File: config.mk
export PLATFORM = sky130hd
export DESIGN_NAME = pixel_hit_clusterer
export DESIGN_NICKNAME = d
export VERILOG_FILES = /design/src/design/phc_pkg.sv /design/src/design/pixel_hit_clusterer.sv /design/src/design/phc_divider.sv /design/src/design/phc_datapath.sv /design/src/design/phc_ctrl.sv
export SDC_FILE = /design/constraint.sdc
export NUM_CORES = 2
export LEC_CHECK = 0
export BUFFER_PORTS_ARGS = -buffer_cell sky130_fd_sc_hd__buf_2
export CORE_MARGIN = 1.5
export CORE_UTILIZATION = 57
export CTS_CLUSTER_DIAMETER = 50
export CTS_CLUSTER_SIZE = 14
export DETAILED_ROUTE_END_ITERATION = 10
export GPL_TIMING_DRIVEN = 0
export PLACE_DENSITY = 0.73
export RECOVER_POWER = 100
export SYNTH_ARGS = -nofsm -noshare
export SYNTH_HDL_FRONTEND = slang
export SYNTH_SLANG_ARGS = --single-unit
File: constraint.sdc
create_clock -name clock -period 5.9 [get_ports clock]
set_input_delay 1.475 -clock clock [delete_from_list [all_inputs] [get_ports clock]]
set_output_delay 1.475 -clock clock [all_outputs]
set_load 0.01 [all_outputs]
File: src/design/phc_pkg.sv
// ----------------------------------------------------------------------------
// phc_pkg
// Shared widths, reset values, register indexes and interface types of the
// pixel hit clusterer.
// ----------------------------------------------------------------------------
package phc_pkg;

   localparam int COL_W     = 9;
   localparam int ROW_W     = 8;
   localparam int ADC_W     = 8;
   localparam int CHG_W     = 11;
   localparam int QEFF_W    = 10;
   localparam int SIZE_W    = 7;
   localparam int ADC_SUM_W = 14;
   localparam int Q_SUM_W   = 16;
   localparam int CC_W      = 13;
   localparam int CR_W      = 12;
   localparam int WC_W      = 25;
   localparam int WR_W      = 24;
   localparam int RAD_W     = 2;
   localparam int CSR_AW    = 4;
   localparam int CSR_DW    = 32;

   localparam logic [QEFF_W-1:0] NEG_CHARGE        = 10'd4;
   localparam logic [RAD_W-1:0]  RADIUS_RST        = 2'd1;
   localparam logic [COL_W-1:0]  EDGE_COL_LOW_RST  = 9'd0;
   localparam logic [COL_W-1:0]  EDGE_COL_HIGH_RST = 9'd51;
   localparam logic [ROW_W-1:0]  EDGE_ROW_RST      = 8'd79;

   typedef enum logic [1:0] {
      REG_RADIUS        = 2'd0,
      REG_EDGE_COL_LOW  = 2'd1,
      REG_EDGE_COL_HIGH = 2'd2,
      REG_EDGE_ROW      = 2'd3
   } phc_reg_type;

   typedef struct packed {
      logic [RAD_W-1:0] radius;
      logic [COL_W-1:0] edge_col_low;
      logic [COL_W-1:0] edge_col_high;
      logic [ROW_W-1:0] edge_row;
   } phc_cfg_type;

   typedef struct packed {
      logic [COL_W-1:0] col;
      logic [ROW_W-1:0] row;
      logic [ADC_W-1:0] adc;
      logic [CHG_W-1:0] charge;
   } phc_hit_type;

   typedef struct packed {
      logic load;
      logic frame_start;
      logic frame_done;
      logic seed_next;
      logic seed_begin;
      logic seed_load;
      logic pop;
      logic memb_rd;
      logic memb_load;
      logic scan_rd;
      logic scan_cmp;
      logic div_start;
      logic div_row;
      logic col_latch;
      logic emit;
   } phc_cmd_type;

   typedef struct packed {
      logic seed_end;
      logic seed_used;
      logic queue_empty;
      logic scan_end;
      logic acc_idle;
      logic div_done;
   } phc_sts_type;

endpackage

File: src/design/pixel_hit_clusterer.sv
// A hit request is taken without raising busy; a request that ends the frame holds
// busy while clusters are grown and emitted, each result on the one-cycle rsp_valid
// strobe, which the receiver cannot stall. Each cluster adds two serial divisions
// to its growth. Synchronous active-high reset empties the hit store and restores
// registers.
// ----------------------------------------------------------------------------
// pixel_hit_clusterer
// Groups one frame of pixel hits into clusters by flood growth and reports
// size, sums, charge-weighted centroid and edge flags per cluster.
// ----------------------------------------------------------------------------
module pixel_hit_clusterer #(
   parameter int MAX_HITS           = 64,
   parameter int CENTROID_FRAC_BITS = 4
) (
   input  logic                                 clock,
   input  logic                                 reset,
   input  logic                                 start,
   output logic                                 busy,
   input  logic                                 req_hit_valid,
   input  logic [phc_pkg::COL_W-1:0]            req_hit_col,
   input  logic [phc_pkg::ROW_W-1:0]            req_hit_row,
   input  logic [phc_pkg::ADC_W-1:0]            req_hit_adc,
   input  logic signed [phc_pkg::CHG_W-1:0]     req_hit_charge,
   input  logic                                 req_end_of_frame,
   output logic                                 rsp_valid,
   output logic [phc_pkg::SIZE_W-1:0]           rsp_cluster_size,
   output logic [phc_pkg::ADC_SUM_W-1:0]        rsp_adc_sum,
   output logic [phc_pkg::Q_SUM_W-1:0]          rsp_charge_sum,
   output logic [phc_pkg::CC_W-1:0]             rsp_centroid_col,
   output logic [phc_pkg::CR_W-1:0]             rsp_centroid_row,
   output logic                                 rsp_touches_big_x,
   output logic                                 rsp_touches_big_y,
   output logic                                 rsp_last_cluster,
   output logic                                 rsp_hits_dropped,
   input  logic                                 psel,
   input  logic                                 penable,
   input  logic                                 pwrite,
   input  logic [phc_pkg::CSR_AW-1:0]           paddr,
   input  logic [phc_pkg::CSR_DW-1:0]           pwdata,
   output logic [phc_pkg::CSR_DW-1:0]           prdata,
   output logic                                 pready
);
   import phc_pkg::*;

   phc_cfg_type cfg_ff;
   phc_cmd_type cmd;
   phc_sts_type sts;
   phc_reg_type reg_sel;
   logic        csr_wr;

   assign reg_sel = phc_reg_type'(paddr[3:2]);
   assign csr_wr  = psel && penable && pwrite;
   assign pready  = 1'b1;

   always_ff @(posedge clock) begin
      if (reset) begin
         cfg_ff.radius        <= RADIUS_RST;
         cfg_ff.edge_col_low  <= EDGE_COL_LOW_RST;
         cfg_ff.edge_col_high <= EDGE_COL_HIGH_RST;
         cfg_ff.edge_row      <= EDGE_ROW_RST;
      end else if (csr_wr) begin
         case (reg_sel)
            REG_RADIUS:        cfg_ff.radius        <= pwdata[RAD_W-1:0];
            REG_EDGE_COL_LOW:  cfg_ff.edge_col_low  <= pwdata[COL_W-1:0];
            REG_EDGE_COL_HIGH: cfg_ff.edge_col_high <= pwdata[COL_W-1:0];
            REG_EDGE_ROW:      cfg_ff.edge_row      <= pwdata[ROW_W-1:0];
            default: begin
            end
         endcase
      end
   end

   always_comb begin
      case (reg_sel)
         REG_RADIUS:        prdata = CSR_DW'(cfg_ff.radius);
         REG_EDGE_COL_LOW:  prdata = CSR_DW'(cfg_ff.edge_col_low);
         REG_EDGE_COL_HIGH: prdata = CSR_DW'(cfg_ff.edge_col_high);
         REG_EDGE_ROW:      prdata = CSR_DW'(cfg_ff.edge_row);
         default:           prdata = '0;
      endcase
   end

   phc_ctrl u_ctrl (
      .clock            (clock),
      .reset            (reset),
      .start            (start),
      .req_end_of_frame (req_end_of_frame),
      .busy             (busy),
      .cmd              (cmd),
      .sts              (sts)
   );

   phc_datapath #(
      .MAX_HITS  (MAX_HITS),
      .FRAC_BITS (CENTROID_FRAC_BITS)
   ) u_datapath (
      .clock             (clock),
      .reset             (reset),
      .cfg               (cfg_ff),
      .cmd               (cmd),
      .sts               (sts),
      .req_hit_valid     (req_hit_valid),
      .req_hit_col       (req_hit_col),
      .req_hit_row       (req_hit_row),
      .req_hit_adc       (req_hit_adc),
      .req_hit_charge    ($unsigned(req_hit_charge)),
      .rsp_valid         (rsp_valid),
      .rsp_cluster_size  (rsp_cluster_size),
      .rsp_adc_sum       (rsp_adc_sum),
      .rsp_charge_sum    (rsp_charge_sum),
      .rsp_centroid_col  (rsp_centroid_col),
      .rsp_centroid_row  (rsp_centroid_row),
      .rsp_touches_big_x (rsp_touches_big_x),
      .rsp_touches_big_y (rsp_touches_big_y),
      .rsp_last_cluster  (rsp_last_cluster),
      .rsp_hits_dropped  (rsp_hits_dropped)
   );

`ifndef SYNTHESIS
   a_rsp_in_busy: assert property (@(posedge clock) disable iff (reset)
      rsp_valid |-> busy)
      else $error("result strobe outside a clustering pass");

   a_rsp_single: assert property (@(posedge clock) disable iff (reset)
      rsp_valid |=> !rsp_valid)
      else $error("result strobes on consecutive cycles");

   a_hit_no_busy: assert property (@(posedge clock) disable iff (reset)
      (start && !busy && !req_end_of_frame) |=> !busy)
      else $error("busy raised by a request that does not end the frame");

   a_nonempty: assert property (@(posedge clock) disable iff (reset)
      rsp_valid |-> (rsp_cluster_size != '0))
      else $error("empty cluster reported");
`endif

endmodule

File: src/design/phc_divider.sv
// ----------------------------------------------------------------------------
// phc_divider
// Restoring divider that produces one quotient bit per cycle and keeps the
// low quotient bits.
// ----------------------------------------------------------------------------
module phc_divider #(
   parameter int NUM_W = 29,
   parameter int DEN_W = 16,
   parameter int QUO_W = 13
) (
   input  logic             clock,
   input  logic             reset,
   input  logic             start,
   input  logic [NUM_W-1:0] num,
   input  logic [DEN_W-1:0] den,
   output logic             done,
   output logic [QUO_W-1:0] quo
);
   localparam int CNT_W = $clog2(NUM_W + 1);

   logic             busy_ff;
   logic             done_ff;
   logic [CNT_W-1:0] cnt_ff;
   logic [NUM_W-1:0] num_ff;
   logic [DEN_W-1:0] den_ff;
   logic [DEN_W-1:0] rem_ff;
   logic [QUO_W-1:0] quo_ff;
   logic [DEN_W:0]   rem_sh;
   logic             ge;
   logic [DEN_W:0]   rem_in;

   always_comb begin
      rem_sh = {rem_ff, num_ff[NUM_W-1]};
      ge     = rem_sh >= {1'b0, den_ff};
      rem_in = ge ? rem_sh - {1'b0, den_ff} : rem_sh;
   end

   always_ff @(posedge clock) begin
      if (reset) begin
         busy_ff <= 1'b0;
         done_ff <= 1'b0;
         cnt_ff  <= '0;
      end else begin
         done_ff <= 1'b0;
         if (start) begin
            busy_ff <= 1'b1;
            cnt_ff  <= '0;
            num_ff  <= num;
            den_ff  <= den;
            rem_ff  <= '0;
            quo_ff  <= '0;
         end else if (busy_ff) begin
            num_ff <= num_ff << 1;
            rem_ff <= rem_in[DEN_W-1:0];
            quo_ff <= {quo_ff[QUO_W-2:0], ge};
            cnt_ff <= cnt_ff + 1'b1;
            if (cnt_ff == CNT_W'(NUM_W - 1)) begin
               busy_ff <= 1'b0;
               done_ff <= 1'b1;
            end
         end
      end
   end

   assign done = done_ff;
   assign quo  = quo_ff;

endmodule

File: src/design/phc_datapath.sv
// ----------------------------------------------------------------------------
// phc_datapath
// Hit store, flood-growth work queue, member accumulators, centroid divider
// and the result register of the pixel hit clusterer.
// ----------------------------------------------------------------------------
module phc_datapath #(
   parameter int MAX_HITS  = 64,
   parameter int FRAC_BITS = 4
) (
   input  logic                          clock,
   input  logic                          reset,
   input  phc_pkg::phc_cfg_type          cfg,
   input  phc_pkg::phc_cmd_type          cmd,
   output phc_pkg::phc_sts_type          sts,
   input  logic                          req_hit_valid,
   input  logic [phc_pkg::COL_W-1:0]     req_hit_col,
   input  logic [phc_pkg::ROW_W-1:0]     req_hit_row,
   input  logic [phc_pkg::ADC_W-1:0]     req_hit_adc,
   input  logic [phc_pkg::CHG_W-1:0]     req_hit_charge,
   output logic                          rsp_valid,
   output logic [phc_pkg::SIZE_W-1:0]    rsp_cluster_size,
   output logic [phc_pkg::ADC_SUM_W-1:0] rsp_adc_sum,
   output logic [phc_pkg::Q_SUM_W-1:0]   rsp_charge_sum,
   output logic [phc_pkg::CC_W-1:0]      rsp_centroid_col,
   output logic [phc_pkg::CR_W-1:0]      rsp_centroid_row,
   output logic                          rsp_touches_big_x,
   output logic                          rsp_touches_big_y,
   output logic                          rsp_last_cluster,
   output logic                          rsp_hits_dropped
);
   import phc_pkg::*;

   localparam int IDX_W = $clog2(MAX_HITS);
   localparam int CNT_W = $clog2(MAX_HITS + 1);
   localparam int NUM_W = WC_W + FRAC_BITS;
   localparam int PC_W  = COL_W + QEFF_W;
   localparam int PR_W  = ROW_W + QEFF_W;

   phc_hit_type      store_mem [MAX_HITS];
   logic [IDX_W-1:0] queue_mem [MAX_HITS];

   phc_hit_type      rd_ff;
   logic [IDX_W-1:0] rd_addr;
   logic [IDX_W-1:0] q_rd_ff;
   logic [CNT_W-1:0] n_ff;
   logic             ovf_ff;
   logic [MAX_HITS-1:0] used_ff;
   logic [CNT_W-1:0] used_cnt_ff;
   logic [CNT_W-1:0] seed_ff;
   logic [CNT_W-1:0] scan_ff;
   logic [CNT_W-1:0] head_ff;
   logic [CNT_W-1:0] tail_ff;
   logic [COL_W-1:0] memb_col_ff;
   logic [ROW_W-1:0] memb_row_ff;
   logic [COL_W-1:0] seed_col_ff;
   logic [ROW_W-1:0] seed_row_ff;

   logic             a_vld_ff;
   logic [COL_W-1:0] a_col_ff;
   logic [ROW_W-1:0] a_row_ff;
   logic [ADC_W-1:0] a_adc_ff;
   logic [QEFF_W-1:0] a_q_ff;
   logic             a_bx_ff;
   logic             a_by_ff;
   logic             b_vld_ff;
   logic [PC_W-1:0]  b_pc_ff;
   logic [PR_W-1:0]  b_pr_ff;
   logic [ADC_W-1:0] b_adc_ff;
   logic [QEFF_W-1:0] b_q_ff;
   logic             b_bx_ff;
   logic             b_by_ff;

   logic [SIZE_W-1:0]    size_ff;
   logic [ADC_SUM_W-1:0] adc_sum_ff;
   logic [Q_SUM_W-1:0]   q_sum_ff;
   logic [WC_W-1:0]      wc_ff;
   logic [WR_W-1:0]      wr_ff;
   logic                 bx_ff;
   logic                 by_ff;
   logic [CC_W-1:0]      cc_ff;

   logic                 rsp_valid_ff;
   logic [SIZE_W-1:0]    rsp_size_ff;
   logic [ADC_SUM_W-1:0] rsp_adc_ff;
   logic [Q_SUM_W-1:0]   rsp_q_ff;
   logic [CC_W-1:0]      rsp_cc_ff;
   logic [CR_W-1:0]      rsp_cr_ff;
   logic                 rsp_bx_ff;
   logic                 rsp_by_ff;
   logic                 rsp_last_ff;
   logic                 rsp_drop_ff;

   logic [COL_W-1:0] dcol;
   logic [ROW_W-1:0] drow;
   logic             near;
   logic             join_hit;
   logic             push;
   logic             full;
   phc_hit_type      wr_hit;
   logic [NUM_W-1:0] div_num;
   logic [NUM_W-1:0] seed_col_sh;
   logic [NUM_W-1:0] seed_row_sh;
   logic             div_done;
   logic [CC_W-1:0]  div_quo;
   logic             q_zero;

   always_comb begin
      if (cmd.seed_begin) begin
         rd_addr = seed_ff[IDX_W-1:0];
      end else if (cmd.memb_rd) begin
         rd_addr = q_rd_ff;
      end else begin
         rd_addr = scan_ff[IDX_W-1:0];
      end
      dcol = (rd_ff.col > memb_col_ff) ? rd_ff.col - memb_col_ff : memb_col_ff - rd_ff.col;
      drow = (rd_ff.row > memb_row_ff) ? rd_ff.row - memb_row_ff : memb_row_ff - rd_ff.row;
      near = (dcol <= COL_W'(cfg.radius)) && (drow <= ROW_W'(cfg.radius));
      join_hit = cmd.scan_cmp && !used_ff[scan_ff[IDX_W-1:0]] && near;
      push     = cmd.seed_load || join_hit;
      full     = n_ff == CNT_W'(MAX_HITS);
      wr_hit   = '{col: req_hit_col, row: req_hit_row, adc: req_hit_adc,
                   charge: req_hit_charge};
      div_num  = cmd.div_row ? (NUM_W'(wr_ff) << FRAC_BITS) : (NUM_W'(wc_ff) << FRAC_BITS);
      seed_col_sh = NUM_W'(seed_col_ff) << FRAC_BITS;
      seed_row_sh = NUM_W'(seed_row_ff) << FRAC_BITS;
      q_zero   = q_sum_ff == '0;
   end

   always_ff @(posedge clock) begin
      if (cmd.load && req_hit_valid && !full) begin
         store_mem[n_ff[IDX_W-1:0]] <= wr_hit;
      end
      if (cmd.seed_begin || cmd.memb_rd || cmd.scan_rd) begin
         rd_ff <= store_mem[rd_addr];
      end
   end

   always_ff @(posedge clock) begin
      if (cmd.seed_begin) begin
         queue_mem[0] <= seed_ff[IDX_W-1:0];
      end else if (join_hit) begin
         queue_mem[tail_ff[IDX_W-1:0]] <= scan_ff[IDX_W-1:0];
      end
      if (cmd.pop) begin
         q_rd_ff <= queue_mem[head_ff[IDX_W-1:0]];
      end
   end

   always_ff @(posedge clock) begin
      if (reset) begin
         n_ff        <= '0;
         ovf_ff      <= 1'b0;
         used_ff     <= '0;
         used_cnt_ff <= '0;
         seed_ff     <= '0;
         scan_ff     <= '0;
         head_ff     <= '0;
         tail_ff     <= '0;
      end else begin
         if (cmd.frame_done) begin
            n_ff   <= '0;
            ovf_ff <= 1'b0;
         end else if (cmd.load && req_hit_valid) begin
            if (full) begin
               ovf_ff <= 1'b1;
            end else begin
               n_ff <= n_ff + 1'b1;
            end
         end
         if (cmd.frame_start) begin
            used_ff     <= '0;
            used_cnt_ff <= '0;
            seed_ff     <= '0;
         end else if (cmd.seed_begin) begin
            used_ff[seed_ff[IDX_W-1:0]] <= 1'b1;
            used_cnt_ff <= used_cnt_ff + 1'b1;
            head_ff     <= '0;
            tail_ff     <= CNT_W'(1);
         end else if (join_hit) begin
            used_ff[scan_ff[IDX_W-1:0]] <= 1'b1;
            used_cnt_ff <= used_cnt_ff + 1'b1;
            tail_ff     <= tail_ff + 1'b1;
         end
         if (cmd.seed_next) begin
            seed_ff <= seed_ff + 1'b1;
         end
         if (cmd.pop) begin
            head_ff <= head_ff + 1'b1;
         end
         if (cmd.memb_rd) begin
            scan_ff <= '0;
         end else if (cmd.scan_cmp) begin
            scan_ff <= scan_ff + 1'b1;
         end
      end
   end

   always_ff @(posedge clock) begin
      if (cmd.memb_load) begin
         memb_col_ff <= rd_ff.col;
         memb_row_ff <= rd_ff.row;
      end
      if (cmd.seed_load) begin
         seed_col_ff <= rd_ff.col;
         seed_row_ff <= rd_ff.row;
      end
      a_col_ff <= rd_ff.col;
      a_row_ff <= rd_ff.row;
      a_adc_ff <= rd_ff.adc;
      a_q_ff   <= rd_ff.charge[CHG_W-1] ? NEG_CHARGE : rd_ff.charge[QEFF_W-1:0];
      a_bx_ff  <= (rd_ff.col == cfg.edge_col_low) || (rd_ff.col == cfg.edge_col_high);
      a_by_ff  <= rd_ff.row == cfg.edge_row;
      b_pc_ff  <= PC_W'(a_col_ff) * PC_W'(a_q_ff);
      b_pr_ff  <= PR_W'(a_row_ff) * PR_W'(a_q_ff);
      b_adc_ff <= a_adc_ff;
      b_q_ff   <= a_q_ff;
      b_bx_ff  <= a_bx_ff;
      b_by_ff  <= a_by_ff;
      if (cmd.seed_begin) begin
         size_ff    <= '0;
         adc_sum_ff <= '0;
         q_sum_ff   <= '0;
         wc_ff      <= '0;
         wr_ff      <= '0;
         bx_ff      <= 1'b0;
         by_ff      <= 1'b0;
      end else if (b_vld_ff) begin
         size_ff    <= size_ff + 1'b1;
         adc_sum_ff <= adc_sum_ff + ADC_SUM_W'(b_adc_ff);
         q_sum_ff   <= q_sum_ff + Q_SUM_W'(b_q_ff);
         wc_ff      <= wc_ff + WC_W'(b_pc_ff);
         wr_ff      <= wr_ff + WR_W'(b_pr_ff);
         bx_ff      <= bx_ff | b_bx_ff;
         by_ff      <= by_ff | b_by_ff;
      end
      if (cmd.col_latch) begin
         cc_ff <= div_quo;
      end
   end

   always_ff @(posedge clock) begin
      if (reset) begin
         a_vld_ff     <= 1'b0;
         b_vld_ff     <= 1'b0;
         rsp_valid_ff <= 1'b0;
      end else begin
         a_vld_ff     <= push;
         b_vld_ff     <= a_vld_ff;
         rsp_valid_ff <= cmd.emit;
      end
   end

   always_ff @(posedge clock) begin
      if (cmd.emit) begin
         rsp_size_ff <= size_ff;
         rsp_adc_ff  <= adc_sum_ff;
         rsp_q_ff    <= q_sum_ff;
         rsp_cc_ff   <= q_zero ? seed_col_sh[CC_W-1:0] : cc_ff;
         rsp_cr_ff   <= q_zero ? seed_row_sh[CR_W-1:0] : div_quo[CR_W-1:0];
         rsp_bx_ff   <= bx_ff;
         rsp_by_ff   <= by_ff;
         rsp_last_ff <= used_cnt_ff == n_ff;
         rsp_drop_ff <= ovf_ff;
      end
   end

   phc_divider #(
      .NUM_W (NUM_W),
      .DEN_W (Q_SUM_W),
      .QUO_W (CC_W)
   ) u_divider (
      .clock (clock),
      .reset (reset),
      .start (cmd.div_start),
      .num   (div_num),
      .den   (q_sum_ff),
      .done  (div_done),
      .quo   (div_quo)
   );

   always_comb begin
      sts.seed_end    = seed_ff == n_ff;
      sts.seed_used   = used_ff[seed_ff[IDX_W-1:0]];
      sts.queue_empty = head_ff == tail_ff;
      sts.scan_end    = scan_ff == n_ff;
      sts.acc_idle    = !a_vld_ff && !b_vld_ff;
      sts.div_done    = div_done;
   end

   assign rsp_valid         = rsp_valid_ff;
   assign rsp_cluster_size  = rsp_size_ff;
   assign rsp_adc_sum       = rsp_adc_ff;
   assign rsp_charge_sum    = rsp_q_ff;
   assign rsp_centroid_col  = rsp_cc_ff;
   assign rsp_centroid_row  = rsp_cr_ff;
   assign rsp_touches_big_x = rsp_bx_ff;
   assign rsp_touches_big_y = rsp_by_ff;
   assign rsp_last_cluster  = rsp_last_ff;
   assign rsp_hits_dropped  = rsp_drop_ff;

endmodule

File: src/design/phc_ctrl.sv
// ----------------------------------------------------------------------------
// phc_ctrl
// Sequencer of the pixel hit clusterer: hit loading, seed search, flood
// growth over the work queue, centroid division and result emission.
// ----------------------------------------------------------------------------
module phc_ctrl (
   input  logic                 clock,
   input  logic                 reset,
   input  logic                 start,
   input  logic                 req_end_of_frame,
   output logic                 busy,
   output phc_pkg::phc_cmd_type cmd,
   input  phc_pkg::phc_sts_type sts
);
   import phc_pkg::*;

   typedef enum logic [3:0] {
      ST_IDLE,
      ST_SEED_CHK,
      ST_SEED_LD,
      ST_POP,
      ST_MEMB_RD,
      ST_MEMB_LD,
      ST_SCAN_RD,
      ST_SCAN_CMP,
      ST_WAIT_ACC,
      ST_DIV_COL,
      ST_DIV_ROW
   } state_type;

   state_type state_ff;
   state_type state_in;
   logic      busy_ff;

   always_comb begin
      state_in = state_ff;
      cmd      = '0;
      case (state_ff)
         ST_IDLE: begin
            if (start) begin
               cmd.load = 1'b1;
               if (req_end_of_frame) begin
                  cmd.frame_start = 1'b1;
                  state_in        = ST_SEED_CHK;
               end
            end
         end
         ST_SEED_CHK: begin
            if (sts.seed_end) begin
               cmd.frame_done = 1'b1;
               state_in       = ST_IDLE;
            end else if (sts.seed_used) begin
               cmd.seed_next = 1'b1;
            end else begin
               cmd.seed_begin = 1'b1;
               state_in       = ST_SEED_LD;
            end
         end
         ST_SEED_LD: begin
            cmd.seed_load = 1'b1;
            state_in      = ST_POP;
         end
         ST_POP: begin
            if (sts.queue_empty) begin
               state_in = ST_WAIT_ACC;
            end else begin
               cmd.pop  = 1'b1;
               state_in = ST_MEMB_RD;
            end
         end
         ST_MEMB_RD: begin
            cmd.memb_rd = 1'b1;
            state_in    = ST_MEMB_LD;
         end
         ST_MEMB_LD: begin
            cmd.memb_load = 1'b1;
            state_in      = ST_SCAN_RD;
         end
         ST_SCAN_RD: begin
            if (sts.scan_end) begin
               state_in = ST_POP;
            end else begin
               cmd.scan_rd = 1'b1;
               state_in    = ST_SCAN_CMP;
            end
         end
         ST_SCAN_CMP: begin
            cmd.scan_cmp = 1'b1;
            state_in     = ST_SCAN_RD;
         end
         ST_WAIT_ACC: begin
            if (sts.acc_idle) begin
               cmd.div_start = 1'b1;
               state_in      = ST_DIV_COL;
            end
         end
         ST_DIV_COL: begin
            if (sts.div_done) begin
               cmd.col_latch = 1'b1;
               cmd.div_start = 1'b1;
               cmd.div_row   = 1'b1;
               state_in      = ST_DIV_ROW;
            end
         end
         ST_DIV_ROW: begin
            if (sts.div_done) begin
               cmd.emit = 1'b1;
               state_in = ST_SEED_CHK;
            end
         end
         default: begin
            state_in = ST_IDLE;
         end
      endcase
   end

   always_ff @(posedge clock) begin
      if (reset) begin
         state_ff <= ST_IDLE;
         busy_ff  <= 1'b0;
      end else begin
         state_ff <= state_in;
         busy_ff  <= state_in != ST_IDLE;
      end
   end

   assign busy = busy_ff;

endmodule
==> metrics <==
status finished, violations left; failing checks capacitance limit, slew limit, setup timing; Critical Path Most Common Cell buf_4; distinct cell type count after synthesis 84; ratio of cells with drive above 1 in the final layout 0.113; post-synthesis sequential area ratio 0.695; global-route wire length before repair 582 mm; core area 236000 µm²; Setup crit end kind flop; Detail Placement HPWL 273 mm; Area contributors post-synth edfxtp_1 65%, dfxtp_1 4.9%, mux2i_1 4.9%, nand2_1 3.8%, nand3_1 3.5%; hold crit path type reg -> reg; Area Growth Syn to Fin 13.0%; Worst VDD drop 0.000261 V; fill cell count 16700; most area-hungry cell type in the Yosys netlist edfxtp_1; Power Density 306 nW/µm²; GPL Wtd Cong 0.929; vias in the first global route 85200; Register Area 94100 µm²; final core utilization 0.649; GRT Max-Usage Layer met2; P_int 36.9 mW; worst setup margin -55.3 ps; GRT Overall Usage 0.333; Critical-path top delay cell or3_4; Cells after Synth slightly below 10000; Root Driver clkbuf_16; Final Max Slew Viols between 3000 and 4000; syn_area_per_cell 13.9 µm²; Post-Layout Cell Count 13700; Hold Fails Final Rpt 0; largest net degree at the start of global routing 65; crit path kind reg -> reg; final wirelength 408 mm; via count 88600; clk buf depth 4; crit start category flop; Hold Path Depth 0; via density per instance ~6.5; hold_sp u_datapath.a_adc_ff[7]; Sequential Power Share 0.541; pre-CTS setup slack -1970 ps; Port Buffer Count 130; Pre-antenna DRT Iters 6; cells along the critical path and2_1 -> clkbuf_2 -> a221o_1 -> a221oi_1 -> nor3_2 -> nor4_4 -> nand2b_1 -> buf_4 -> and3_1 -> a31oi_4 -> buf_4 -> buf_2 -> o22ai_1 -> o21ai_0 -> nand4_1 -> or3_4; Setup Viol. Count Final 6; CTS clock-pin slew for the worst setup and hold paths 60 ps; reg-to-reg endpoint u_datapath.rd_ff[7]; DR WL/cell about 30 µm; initial antenna violation count 25; Starting Density 0.574; relative slew slack -1.64; R2R depth 16; Critical Path AT 6630 ps; YS warnings 0; # rows 178; die height 490 µm; TritonCTS buffer count approximately 330; worst r2r src u_datapath.seed_ff[1]; Req. time, crit path about 6600 ps; I/O Pins roughly 180; Buf+Inv Stages, Crit Path 4; Clock Power Share 0.426; Peak Freq roughly 0.17 GHz; Multi-input gate area between 30000 and 40000 µm²; Sw Pwr 9.94 mW; asr flop ratio synth 0; Final ANT Viol Nets 0; H-tree levels 5; CTS tree done; Synth Register Bits 3245; Net Sw Frac 0.212; prevailing post-synth register cell edfxtp_1; post-synthesis cell area 135000 µm²; EDFF count, synth 2913; CP max FO 10; Worst path top cell family by delay simple AND/OR/NAND/NOR gates; Pleak 55.8 nW; max-cap violations 85; GRT Residual Overflow 0; hold_ws 325 ps; DRT iter0 DRCs 13200; Die Wd 490 µm; post-cts hold buffer count 0; clock latency on the worst-skew pair between 900 and 1000 ps; Least-Margin Pin Slew 3960 ps; Nets 10700; DIE AREA 240000 µm²; Inst Count DP 13100; DRC 0; combinational share of power 0.033; Hold EP u_datapath.b_adc_ff[7]; RSZ-0062 raised after global routing no; reg2reg setup slack -60 ps; routing usage on met2 0.511; Worst Clk Skew between 70 and 80 ps; slowest stage delay, CP 660 ps; Yosys top cell area share 0.646; Final Cycle Share 1.01; routing usage on met1 0.443; met3 usage 0.0749; Sink Count 3245; crit path time final 5960 ps
-- worst max-delay path by stage --
stage	startpoint	end	slack, ps	depth (start not counted)
2_1_floorplan	u_datapath.rd_ff[30]	u_datapath.queue_mem[0][1]	-500	15
3_3_place_gp	u_datapath.rd_ff[30]	u_datapath.queue_mem[2][2]	-4680	15
3_5_place_dp	u_datapath.rd_ff[30]	u_datapath.queue_mem[31][5]	-1970	16
4_1_cts	u_datapath.seed_ff[1]	u_datapath.rd_ff[8]	2	18
5_1_grt	u_datapath.seed_ff[1]	u_datapath.rd_ff[17]	0.4	18
6_report	u_datapath.seed_ff[1]	u_datapath.rd_ff[7]	-60	16
-- per-layer routing --
| layer | part of all wire | vias up |
|---|---|---|
| met5 | 0.00019 | - |
| met1 | 0.36 | 43700 |
| met2 | 0.45 | 6341 |
| met4 | 0.070 | 10 |
| li1 | - | 37300 |
| met3 | 0.12 | 1227 |
-- worst reg2reg max path, delay by kind of cell (launching register included) --
| family | cells | cell delay (ps) |
|---|---|---|
| simple gates | 7 | 2230 |
| flops | 1 | 340 |
| buf+inv | 4 | 1270 |
| compound gates | 5 | 1850 |
-- metrics by stage --
step	setup TNS, ps	total power [mW]	area (µm²)
after floorplan	-96360	26.6	135000
after global placement	-4227540	27.2	140000
after detailed placement	-1200590	27.3	142000
after CTS	0	46.8	153000
after global routing	0	47.8	153000
final	-162	46.8	153000
-- state kept, by name (all words and copies together), names as in the netlist, 18 cells and up --
name,flops
cfg_ff,28
u_datapath.b_pc_ff,19
u_datapath.rd_ff,36
u_datapath.wr_ff,24
u_datapath.u_divider.num_ff,25
u_datapath.wc_ff,25
u_datapath.queue_mem,384
u_datapath.used_ff,64
u_datapath.store_mem,2304
u_datapath.b_pr_ff,18
-- timing repair --
action,4_1_cts,5_1_grt
setup endpoints to repair,886,675
buffers inserted,7,5
gates resized for setup,262,142
pin swaps,19,22
-- cell usage after synthesis (7+ instances only) --
library cell,instances
o31ai_1,7
and2_1,107
nor3_1,59
mux2i_1,661
a31oi_1,26
or3_1,67
o21ai_0,253
ha_1,194
nand3b_1,11
o22ai_1,363
dfxtp_1,332
nand4_1,134
nor4_1,12
o21bai_1,9
nand2_1,1379
inv_1,247
and3_1,31
nand2b_1,26
xor2_1,69
a22oi_1,8
buf_1,69
o21ai_1,14
a221oi_1,30
buf_4,44
a21oi_1,167
a211o_1,13
o21a_1,9
a21boi_0,12
clkbuf_1,263
nor2b_1,66
or2_2,8
edfxtp_1,2913
a21o_1,37
nand3_1,937
xnor2_1,106
a211oi_1,18
a22o_1,9
fa_1,114
mux4_2,132
nor2_1,472
buf_2,183
mux2_2,38
-- power by group through the flow --
stage	Clock [mW]	Combinational, mW	Sequential, mW
after global routing	20.8	1.69	25.3
after floorplan	0	0.894	25.7
after detailed placement	0	1.54	25.8
after global placement	0	1.47	25.8
final	19.9	1.56	25.3
after CTS	19.9	1.55	25.3
-- kinds of logic (layout without fill, tap and decap cells) --
logic type | after synthesis | count (layout) | synth area share
muxes | 836 | 836 | 0.0744
AOI/OAI and AO/OA | 1028 | 1028 | 0.0467
other | 2 | 34 | 0.0000555
and+or+nand+nor | 3340 | 3340 | 0.112
xor gates and xnor gates | 175 | 175 | 0.0113
adders and majority gates | 308 | 308 | 0.0348
DFF | 3245 | 3245 | 0.695
buffers and inverters | 811 | 1539 | 0.0257
-- final cells by class --
class / count / area share
Multi-Input combinational cell: 5711 / 0.255
Clock buffer: 389 / 0.0569
Sequential cell: 3245 / 0.616
Inverter: 247 / 0.00606
Clock inverter: 113 / 0.00841
Timing Repair Buffer: 230 / 0.0142
Antenna cell: 10 / 0.000164
Tap cell: 3150 / 0.0258
Buffer: 560 / 0.0179
-- cell usage in the layout, fill, tap and decap left out, drive strengths merged, types with 134 or more instances in the layout --
| cell | synthesis | layout |
|---|---|---|
| o22ai | 363 | 363 |
| buf | 301 | 360 |
| nand2 | 1380 | 1380 |
| ha | 194 | 194 |
| nor2 | 473 | 473 |
| nand4 | 134 | 134 |
| clkbuf | 263 | 817 |
| mux2i | 662 | 662 |
| nand3 | 937 | 937 |
| o21ai | 267 | 267 |
| dfxtp | 332 | 332 |
| edfxtp | 2913 | 2913 |
| a21oi | 167 | 167 |
| inv | 247 | 277 |
(Power assumes the default switching activity.)
